$ cat src/rtl/core/rsa_pkg.sv
// ----------------------------------------------------------------------------
// rsa_pkg
// Shared constants and types of the rational sum accumulator.
// ----------------------------------------------------------------------------
package rsa_pkg;

    localparam int TERM_WIDTH_DEF = 32;
    localparam int WORD_W         = 64;
    localparam int DEN_OUT_W      = 63;
    localparam int CNT_W          = 7;

    localparam logic [WORD_W-1:0] MAXMAG = {1'b0, {(WORD_W-1){1'b1}}};

    // Request and response of the shared divider.
    typedef struct packed {
        logic            start;
        logic [WORD_W-1:0] dividend;
        logic [WORD_W-1:0] divisor;
    } t_div_req;

    typedef struct packed {
        logic            done;
        logic [WORD_W-1:0] quotient;
        logic [WORD_W-1:0] remainder;
    } t_div_rsp;

endpackage

$ cat src/rtl/core/rsa_divider.sv
// ----------------------------------------------------------------------------
// rsa_divider
// Unsigned 64-bit restoring divider, one quotient bit per cycle.
// ----------------------------------------------------------------------------
module rsa_divider (
    input  logic             i_clk,
    input  logic             i_rst_n,
    input  rsa_pkg::t_div_req i_req,
    output rsa_pkg::t_div_rsp o_rsp
);
    import rsa_pkg::*;

    logic [WORD_W-1:0] r_quo;
    logic [WORD_W-1:0] r_rem;
    logic [WORD_W-1:0] r_dvs;
    logic [CNT_W-1:0]  r_cnt;
    logic              r_busy;
    logic              r_done;

    logic [WORD_W:0]   w_shift;
    logic [WORD_W:0]   w_diff;

    // One restoring step: shift in the next dividend bit and try a subtract.
    always_comb begin
        w_shift = {r_rem, r_quo[WORD_W-1]};
        w_diff  = w_shift - {1'b0, r_dvs};
    end

    always_ff @(posedge i_clk) begin
        if (!i_rst_n) begin
            r_busy <= 1'b0;
            r_done <= 1'b0;
            r_cnt  <= '0;
        end else begin
            r_done <= 1'b0;
            if (i_req.start) begin
                r_busy <= 1'b1;
                r_cnt  <= '0;
                r_quo  <= i_req.dividend;
                r_rem  <= '0;
                r_dvs  <= i_req.divisor;
            end else if (r_busy) begin
                if (!w_diff[WORD_W]) begin
                    r_rem <= w_diff[WORD_W-1:0];
                    r_quo <= {r_quo[WORD_W-2:0], 1'b1};
                end else begin
                    r_rem <= w_shift[WORD_W-1:0];
                    r_quo <= {r_quo[WORD_W-2:0], 1'b0};
                end
                r_cnt <= r_cnt + 1'b1;
                if (r_cnt == CNT_W'(WORD_W - 1)) begin
                    r_busy <= 1'b0;
                    r_done <= 1'b1;
                end
            end
        end
    end

    assign o_rsp.done      = r_done;
    assign o_rsp.quotient  = r_quo;
    assign o_rsp.remainder = r_rem;

endmodule

$ cat config.mk
export PLATFORM = sky130hd
export DESIGN_NAME = rsa_divider
export DESIGN_NICKNAME = d
export VERILOG_FILES = /design/src/rtl/core/rsa_pkg.sv /design/src/rtl/core/rsa_divider.sv
export SDC_FILE = /design/constraint.sdc
export NUM_CORES = 1
export LEC_CHECK = 0
export BUFFER_PORTS_ARGS = -buffer_cell sky130_fd_sc_hd__buf_2
export CAP_MARGIN = 20
export CORE_ASPECT_RATIO = 1.25
export CORE_MARGIN = 8
export CORE_UTILIZATION = 40
export CTS_BUF_LIST = sky130_fd_sc_hd__clkbuf_16
export CTS_CLUSTER_DIAMETER = 120
export DETAILED_ROUTE_END_ITERATION = 6
export PLACE_DENSITY_LB_ADDON = 0.08
export SYNTH_ARGS = -nofsm -noshare
export SYNTH_HDL_FRONTEND = slang
export SYNTH_SLANG_ARGS = --single-unit
$ cat constraint.sdc
create_clock -name i_clk -period 9.7 [get_ports i_clk]
set_input_delay 0.97 -clock i_clk [delete_from_list [all_inputs] [get_ports i_clk]]
set_output_delay 0.97 -clock i_clk [all_outputs]
set_load 0.01 [all_outputs]
== After elaboration in Yosys (flattened, before gate mapping) ==
Index checks and enable logic that the tools add are counted.

* Add/subtract/negate cells: 2
* Equal/unequal tests: 1
* Muxes and demuxes: 9
* Bitwise logic cells: 2
* Reduce and logical (&&, ||, !) cells: 5

{| class="wikitable"
|+ Operator list
! cell !! number
|-
| 64-bit 2-to-1 mux || 4
|-
| 65-bit by 64-bit subtractor with 65-bit output || 1
|-
| 7-bit by 1-bit adder with 7-bit output (second input constant) || 1
|-
| 7-bit by 6-bit == test with 1-bit output (second input constant) || 1
|-
| 1-bit 2-to-1 mux || 5
|-
| 2-bit AND reduction || 2
|-
| 3-bit OR reduction || 1
|-
| 1-bit inverter || 2
|-
| 2-bit nonzero test || 1
|-
| 2-bit OR reduction || 1
|}

* Bits in registers: 201
* Bits of input ports: 131
* Output and inout bits: 129
* Logic and storage cells: 25

== Logic depth before layout (Yosys ltp) ==
Gate-level depths: netlist (run 1).

* Depth after elaboration: 4
* Depth in mapped cells: 15
* Mapped depth without buffers: 13

== Worst setup path after synthesis (run 1) ==
OpenSTA, ideal clock, no wires.

* Path type: input to register
* Start point: input port i_req[128] (netlist name)
* End point: register r_quo[0], enable pin
* Setup time: 0.499 ns
* Arrival: 4.406 ns
* Data required time: 9.201 ns
* Path slack: 4.795 ns
* Stages on the path: 3
* Buffers on the path: 2
* Cell sequence: clkbuf_1 > clkbuf_1 > o21a_1

* Longest elaborated chain between the ends: 2

{| class="wikitable"
|+ RTL lines
! item !! line !! RTL
|-
| start, declared || rsa_divider.sv:8 || <nowiki>input rsa_pkg::t_div_req i_req,</nowiki>
|-
| 2-bit nonzero test (no source line) || n/a ||
|-
| 2-bit AND reduction (no source line) || n/a ||
|-
| end signal, assigned || rsa_divider.sv:39 || <nowiki>r_quo <= i_req.dividend;</nowiki>
|-
| end signal, assigned || rsa_divider.sv:45 || <nowiki>r_quo <= {r_quo[WORD_W-2:0], 1'b1};</nowiki>
|-
| end signal, assigned || rsa_divider.sv:48 || <nowiki>r_quo <= {r_quo[WORD_W-2:0], 1'b0};</nowiki>
|-
| end, declared || rsa_divider.sv:13 || <nowiki>logic [WORD_W-1:0] r_quo;</nowiki>
|}

Every way passes these cells.
A chain may end at the register's enable or synchronous reset.

== Worst setup path after layout (run 1) ==
* Start point: register r_quo[63]
* End point: register r_rem[60] (data pin)

* Longest elaborated chain between the ends: 3

{| class="wikitable"
|+ RTL lines
! item !! line !! RTL
|-
| 65-bit by 64-bit subtractor with 65-bit output || rsa_divider.sv:26 || <nowiki>w_diff = w_shift - {1'b0, r_dvs};</nowiki>
|-
| 64-bit 2-to-1 mux || rsa_divider.sv:43 || <nowiki>if (!w_diff[WORD_W]) begin</nowiki>
|-
| 64-bit 2-to-1 mux || rsa_divider.sv:42 || <nowiki>end else if (r_busy) begin</nowiki>
|-
| end signal, assigned || rsa_divider.sv:44 || <nowiki>r_rem <= w_diff[WORD_W-1:0];</nowiki>
|-
| end signal, assigned || rsa_divider.sv:47 || <nowiki>r_rem <= w_shift[WORD_W-1:0];</nowiki>
|-
| end, declared || rsa_divider.sv:14 || <nowiki>logic [WORD_W-1:0] r_rem;</nowiki>
|}

Every way passes these cells. The select of a mux whose other input is x is not followed.

==> impl_results.md, run 1 <==
* Status: complete, no violations
* Antenna violations before repair at 5
* Worst Max-Slew Pin Slew at ~1100 ps
* Vias at ~9700
* CTS clk-pin slew, worst paths at approximately 60 ps
* TritonCTS buffer count at 25
* Reg2reg setup slack at roughly 5300 ps
* Yosys warns at 0
* First-pass GRT wire length at approximately 57000 um
* Power, Total at 2830 uW
* Endpoints failing setup at 0
* Total power per unit cell area at between 150 and 200 nW/um^2
* Final layout net count at ~1600
* Vias per cell at approximately 5.4
* H-tree levels at 1
* HPWL Detailed at between 20000 and 30000 um
* HP Class: reg -> reg
* Resized cells post-CTS at 0
* Placed standard-cell area at approximately 14000 um^2
* Headroom to the max-slew limit at 0.283
* Max cap viols at 0
* Max Slew Vio Count at 0
* F_max at 229 MHz
* Worst Clk Skew at roughly 13 ps
* GPL Wtd Cong at 0.874
* Most used DFF post-synth: edfxtp_1
* Clock Path Buffers at 3
* Setup tns final at 0 ps
* I/O Pins at between 200 and 300
* Post-DR wirelength/cell at 20.1 um
* Sink Count at about 200
* Clk root buf: clkbuf_16
* Initial drt markers at 425
* Postcts setup bufs at 0
* Crit share post-route at 0.451
* Tot GR Track Use at 0.197
* Fin. Hold Viols at 0
* Die ar. at 35900 um^2
* Peak supply drop at between 100 and 150 uV
* Distinct cell type count after synthesis at 72
* Unrepaired setup endpoints after global routing: false
* Largest net degree at the start of global routing at between 70 and 80
* Drt total wl at 36100 um
* DRC Markers at 0
* #FFs+latches synth at around 200
* Core ar. at 29800 um^2
* Port-buffer cells at ~260
* Total grt overflow at 0
* Synth Instances at around 1200
* Post-synth ARST share at 0
* Crit path max fanout at 40
* Register area share after synthesis at 0.494
* Worst path required time at a little under 10000 ps
* Height of the chip at between 200 and 250 um
* CP Launch Type: flop
* Synthesis-to-finish area growth at 20.3%
* Initial DRT Pass Iterations at 5
* Lkg Pwr at 0.00603 uW
* Min cycle time layout at 4380 ps
* CTS tree: done
* Mean post-synth cell area at approximately 10 um^2
* Chip Width at 171 um
* Syn nets at between 1000 and 1500
* Mapped Area at between 10000 and 15000 um^2
* Design area at 14500 um^2
* Initial Utilization at 0.403
* Post-synth EDFFs at 192
* Vias in the first global route at 10165
* Crit path DAT at around 4600 ps
* Worst Setup End Kind: flop
* Clock Latency Late Sink at around 530 ps
* Fraction of layout cells with a size suffix above 1 at 0.277
* WS Path Type: reg -> reg
* Hold Buf Count CTS at 0
* Row cnt at 71
* Final antenna-violating net count at 0
cell usage after synthesis, drive strengths merged (2+ instances only):
cell | number | area, um^2
a2111oi | 3 | 27.5
a211oi | 12 | 90.1
a21bo | 2 | 20.0
a21boi | 6 | 45.1
a21o | 33 | 248
a21oi | 142 | 726
a31oi | 7 | 43.8
a41oi | 4 | 35.0
and2 | 3 | 18.8
and3 | 5 | 31.3
buf | 9 | 53.8
clkbuf | 60 | 225
dfxtp | 9 | 180
edfxtp | 192 | 5770
ha | 65 | 813
inv | 85 | 319
mux2 | 63 | 709
nand2 | 60 | 225
nand2b | 7 | 43.8
nand3 | 59 | 295
nand4 | 24 | 150
nor2 | 38 | 143
nor2b | 5 | 31.3
nor3 | 13 | 65.1
nor4 | 4 | 25.0
o2111ai | 2 | 17.5
o211ai | 5 | 42.5
o21a | 8 | 60.1
o21ai | 101 | 509
o21bai | 13 | 97.6
o221ai | 2 | 17.5
o31a | 5 | 52.6
o31ai | 4 | 30.0
or2 | 3 | 18.8
or3 | 12 | 75.1
or4b | 2 | 23.8
xnor2 | 36 | 315
xor2 | 25 | 219
critical path: stages, from the launching register on:
cell and delay [ps]:
edfxtp_1 400, inv_1 80, ha_1 180, fa_1 190
nand2b_1 160, a21oi_1 120, o31a_1 370, a21oi_4 200
o31a_4 220, o21ai_2 90, or4b_4 560, and3_2 400
buf_12 260, nor2_1 690, a211oi_1 160
stage by stage:
step,setup WS (ps),util,hold slack [ps],instances
CTS,5240,0.485,505,1794
finish,5320,0.485,499,1796
global route,4990,0.485,533,1794
global placement,5200,0.456,475,1748
detailed placement,5250,0.457,497,1749
floorplan,4800,-,458,1151
registers in the layout, indices dropped and copies added, names as in the netlist:
name / flops
r_busy: 1
r_done: 1
r_rem: 64
r_cnt: 7
r_quo: 64
r_dvs: 64
worst paths after layout:
check,endpoint,cells after the start,startpoint
worst min-delay path,r_cnt[6],2,r_cnt[6]
worst min register to register,r_cnt[6],2,r_cnt[6]
worst max-delay path,r_rem[60],14,r_quo[63]
worst max register to register,r_rem[60],14,r_quo[63]
final cells by class:
type | instances | area [um^2]
well taps | 401 | 502
flip-flops and latches | 201 | 5950
inverters | 85 | 319
clock buffers | 25 | 626
repair buffers | 266 | 1360
clock inverters | 20 | 203
diodes | 2 | 5.00
fillers | 2913 | 15400
multi-input cells | 796 | 5520
metal layers:
metal  vias up  GRT usage  wire length, um
met3        57     0.0663             3180
met1      4629      0.243            15300
met4         8     0.0556              809
met5         -          0               49
met2       312      0.323            16700
li1       4737          -                -
logic make-up after synthesis:
kind of cell    synth area share
fa+ha+maj                 0.0692
compound gates             0.184
mux                       0.0598
xor+xnor                  0.0444
flops                      0.494
simple gates              0.0986
buf+inv                   0.0497
power by group:
group	internal [uW]	switching [uW]	leakage, uW
clock network	575	377	0.000423
logic	313	474	0.00369
registers	1050	43.3	0.00191
total	1940	895	0.00603
layout by cell type, fill, tap and decap left out, types with 5 or more instances in the layout:
| master | netlist | layout |
|---|---|---|
| buf_2 | 7 | 258 |
| edfxtp_1 | 192 | 192 |
| a21oi_1 | 140 | 140 |
| o21ai_0 | 100 | 100 |
| inv_1 | 85 | 87 |
| ha_1 | 65 | 65 |
| mux2_2 | 63 | 63 |
| nand2_1 | 60 | 60 |
| nand3_1 | 59 | 58 |
| nor2_1 | 38 | 38 |
| xnor2_1 | 36 | 36 |
| a21o_1 | 33 | 32 |
| xor2_1 | 25 | 25 |
| clkbuf_16 | 0 | 25 |
| nand4_1 | 24 | 24 |
| nor3_1 | 13 | 13 |
| o21bai_1 | 13 | 13 |
| or3_1 | 12 | 12 |
| a211oi_1 | 12 | 12 |
| dfxtp_1 | 9 | 9 |
| nand2b_1 | 7 | 7 |
| a31oi_1 | 7 | 7 |
| o21a_1 | 8 | 7 |
| buf_4 | 1 | 7 |
| clkinv_2 | 0 | 6 |
| nor2b_1 | 5 | 5 |
| a21boi_0 | 5 | 5 |
Note: power is estimated with default switching activity, not from simulation.
==> run 2, diff against run 1 <==
==> constraint.sdc (replaced) <==
create_clock -name i_clk -period 4.1 [get_ports i_clk]
set_input_delay 0.41 -clock i_clk [delete_from_list [all_inputs] [get_ports i_clk]]
set_output_delay 0.41 -clock i_clk [all_outputs]
set_load 0.01 [all_outputs]
==> run 2 against run 1 <==
Against the previous run:
- clock skew grew 2.7 ps
- setup slack got worse by 5000 ps
- routed wire length is 0.95% higher
- via count shrank 0.18%
- global-route usage increased by 0.18 points
- first-iteration DRC count increased by 14%
- flip-flop and latch count stayed put
- worst hold slack got worse by 460 ps
- utilization up 0.59 points
- combinational power is 150% higher
- total power up 130%
- largest cell class unchanged
- largest power group unchanged
==> impl_results.md, run 2 (synthesis gave the netlist of run 1 again) <==
* Initial DRT Pass Iterations at 5 (unchanged)
* Crit path DAT at 4080 ps (-530 ps)
* Largest registers: r_dvs (64), r_quo (64), r_rem (64)
* Worst setup startpoint: r_quo[63]
* Port-buffer cells at 259 (unchanged)
* Min cycle time layout at 3830 ps (-551 ps)
* Unrepaired setup endpoints after global routing: false
* Sink Count at 201 (unchanged)
* Die ar. at 35900 um^2 (unchanged)
* Height of the chip at 210 um (unchanged)
* CP Launch Type: flop
* GPL Wtd Cong at 0.884 (+1.1%)
* Synthesis-to-finish area growth at 21.7%
* Headroom to the max-slew limit at 0.429 (+0.146)
* WS Path Type: reg -> reg
* Lkg Pwr at 0.00615 uW (+2.0%)
* Max Slew Vio Count at 0 (unchanged)
* Post-DR wirelength/cell at 20.1 um (-0.11%)
* TritonCTS buffer count at 25 (unchanged)
* Core ar. at 29800 um^2 (unchanged)
* DRC Markers at 0 (unchanged)
* Worst path required time at 4350 ps (-5580 ps)
* CTS tree: done
* First-pass GRT wire length at 56600 um (+0.18%)
* Power, Total at 6610 uW (+130%)
* Final antenna-violating net count at 0 (unchanged)
* Clock Latency Late Sink at 540 ps (about the same)
* Drt total wl at 36400 um (+0.95%)
* Register area at 5950 um^2 (unchanged)
* I/O Pins at 260 (unchanged)
* CTS clk-pin slew, worst paths at 70 ps (about the same)
* Total grt overflow at 0 (unchanged)
* H-tree levels at 1 (unchanged)
* Hold Buf Count CTS at 0 (unchanged)
* Worst Setup EP: r_rem[0]
* Vias in the first global route at 10182 (+0.17%)
* Most frequent cells in the layout: 258 x buf_2, 192 x edfxtp_1, 139 x a21oi_1, 100 x o21ai_0, 93 x inv_1
* Design area at 14700 um^2 (+1.2%)
* Crit Reg-Reg Endpoint: r_rem[0]
* HP Class: in -> reg
* Worst reg2reg path depth at 16 (+2)
* Worst Clk Skew at 15.7 ps (+2.72 ps)
* Clk root buf: clkbuf_16
* Placed standard-cell area at 13900 um^2 (+1.8%)
* Chip Width at 171 um (unchanged)
* Vias per cell at 5.36 (-1.2%)
* Fill cell count at 2850 (-2.2%)
* Row cnt at 71 (unchanged)
* Max cap viols at 0 (unchanged)
* Vias at 9725 (-0.18%)
* Endpoints failing setup at 0 (unchanged)
* Antenna violations before repair at 7 (+2)
* HPWL Detailed at 26700 um (+1.3%)
* Clock Path Buffers at 3 (unchanged)
* Worst Setup End Kind: flop
* Reg2reg setup slack at 270 ps (-5050 ps)
* Final layout net count at 1596 (+1.5%)
* Postcts setup bufs at 0 (unchanged)
* Crit share post-route at 0.933 (+0.482)
* Fraction of layout cells with a size suffix above 1 at 0.284 (+0.00720)
* Resized cells post-CTS at 0 (unchanged)
* Peak supply drop at 325 uV (+140%)
* Commonest non-fill, non-tap cell in the layout: buf_2
* Antenna cells at 0 (-2)
* Fin. Hold Viols at 0 (unchanged)
* Status: complete, no violations
* Initial Utilization at 0.403 (unchanged)
* Crit path max fanout at 39 (-2.5%)
* Tot GR Track Use at 0.199 (+0.00176)
* Largest net degree at the start of global routing at 132 (+67%)
* Total power per unit cell area at 451 nW/um^2 (+130%)
* Initial drt markers at 484 (+14%)
* Multi-input logic area at 5530 um^2 (+0.18%)
* F_max at 261 MHz (+14%)
* Worst R2R Start: r_quo[63]
* Worst Max-Slew Pin Slew at 857 ps (-219 ps)
* Setup tns final at 0 ps (unchanged)
[run 2: cell count changes in the layout (fill, tap and decap cells not counted), sizes merged]
cell | before | now
clkinv | 13 | 6
buf | 266 | 290
bufinv | 4 | 2
diode | 2 | 0
inv | 88 | 94
[run 2: worst min path at each step]
stage                    from         to  cells past startpoint
detailed placement   r_cnt[5]   r_cnt[5]                      2
global route        i_req[18]  r_dvs[18]                      1
finish              i_req[18]  r_dvs[18]                      1
CTS                 i_req[18]  r_dvs[18]                      1
global placement     r_cnt[6]   r_cnt[6]                      2
floorplan            r_cnt[5]   r_cnt[5]                      2
[run 2: layout make-up]
type	instances	area share
multi-input cells	796	0.377
repair buffers	290	0.110
clock inverters	17	0.00837
well taps	401	0.0342
flip-flops and latches	201	0.406
inverters	85	0.0218
clock buffers	25	0.0427
[run 2: critical path, cell delays in order, from the launching register on]
cell and delay (ps):
edfxtp_1 410, inv_1 80, ha_1 190, fa_1 210, nand2b_1 170, a21oi_2 90, o31a_1 350, a21oi_4 200
o31a_4 180, o21ai_2 80, or4b_4 520, buf_4 170, a21oi_4 130, buf_6 320, buf_6 270, or3_1 130
a21oi_1 50
[run 2: stage by stage]
| step | setup WS, ps | util | hold slack [ps] | cells |
|---|---|---|---|---|
| floorplan | 581 | - | 458 | 1151 |
| global placement | 194 | 0.465 | 472 | 1773 |
| detailed placement | 62.1 | 0.465 | 498 | 1773 |
| CTS | 56.3 | 0.490 | 20.7 | 1815 |
| global route | 24.0 | 0.491 | 22.6 | 1815 |
| finish | 275 | 0.491 | 42.5 | 1815 |
[run 2: where the power goes]
group	switching, uW	internal [uW]
Combinational	1140	802
Clock	869	1220
Sequential	102	2480
[run 2: per-layer routing]
layer  wire length [um]  global-route usage  part of all wire  vias to the layer above
met3               3440              0.0696             0.094                       46
met2              17000               0.326              0.47                      325
li1                   -                   -                 -                     4791
met1              15200               0.245              0.42                     4553
met5                 52                   0            0.0014                        -
met4                720              0.0520             0.020                       10
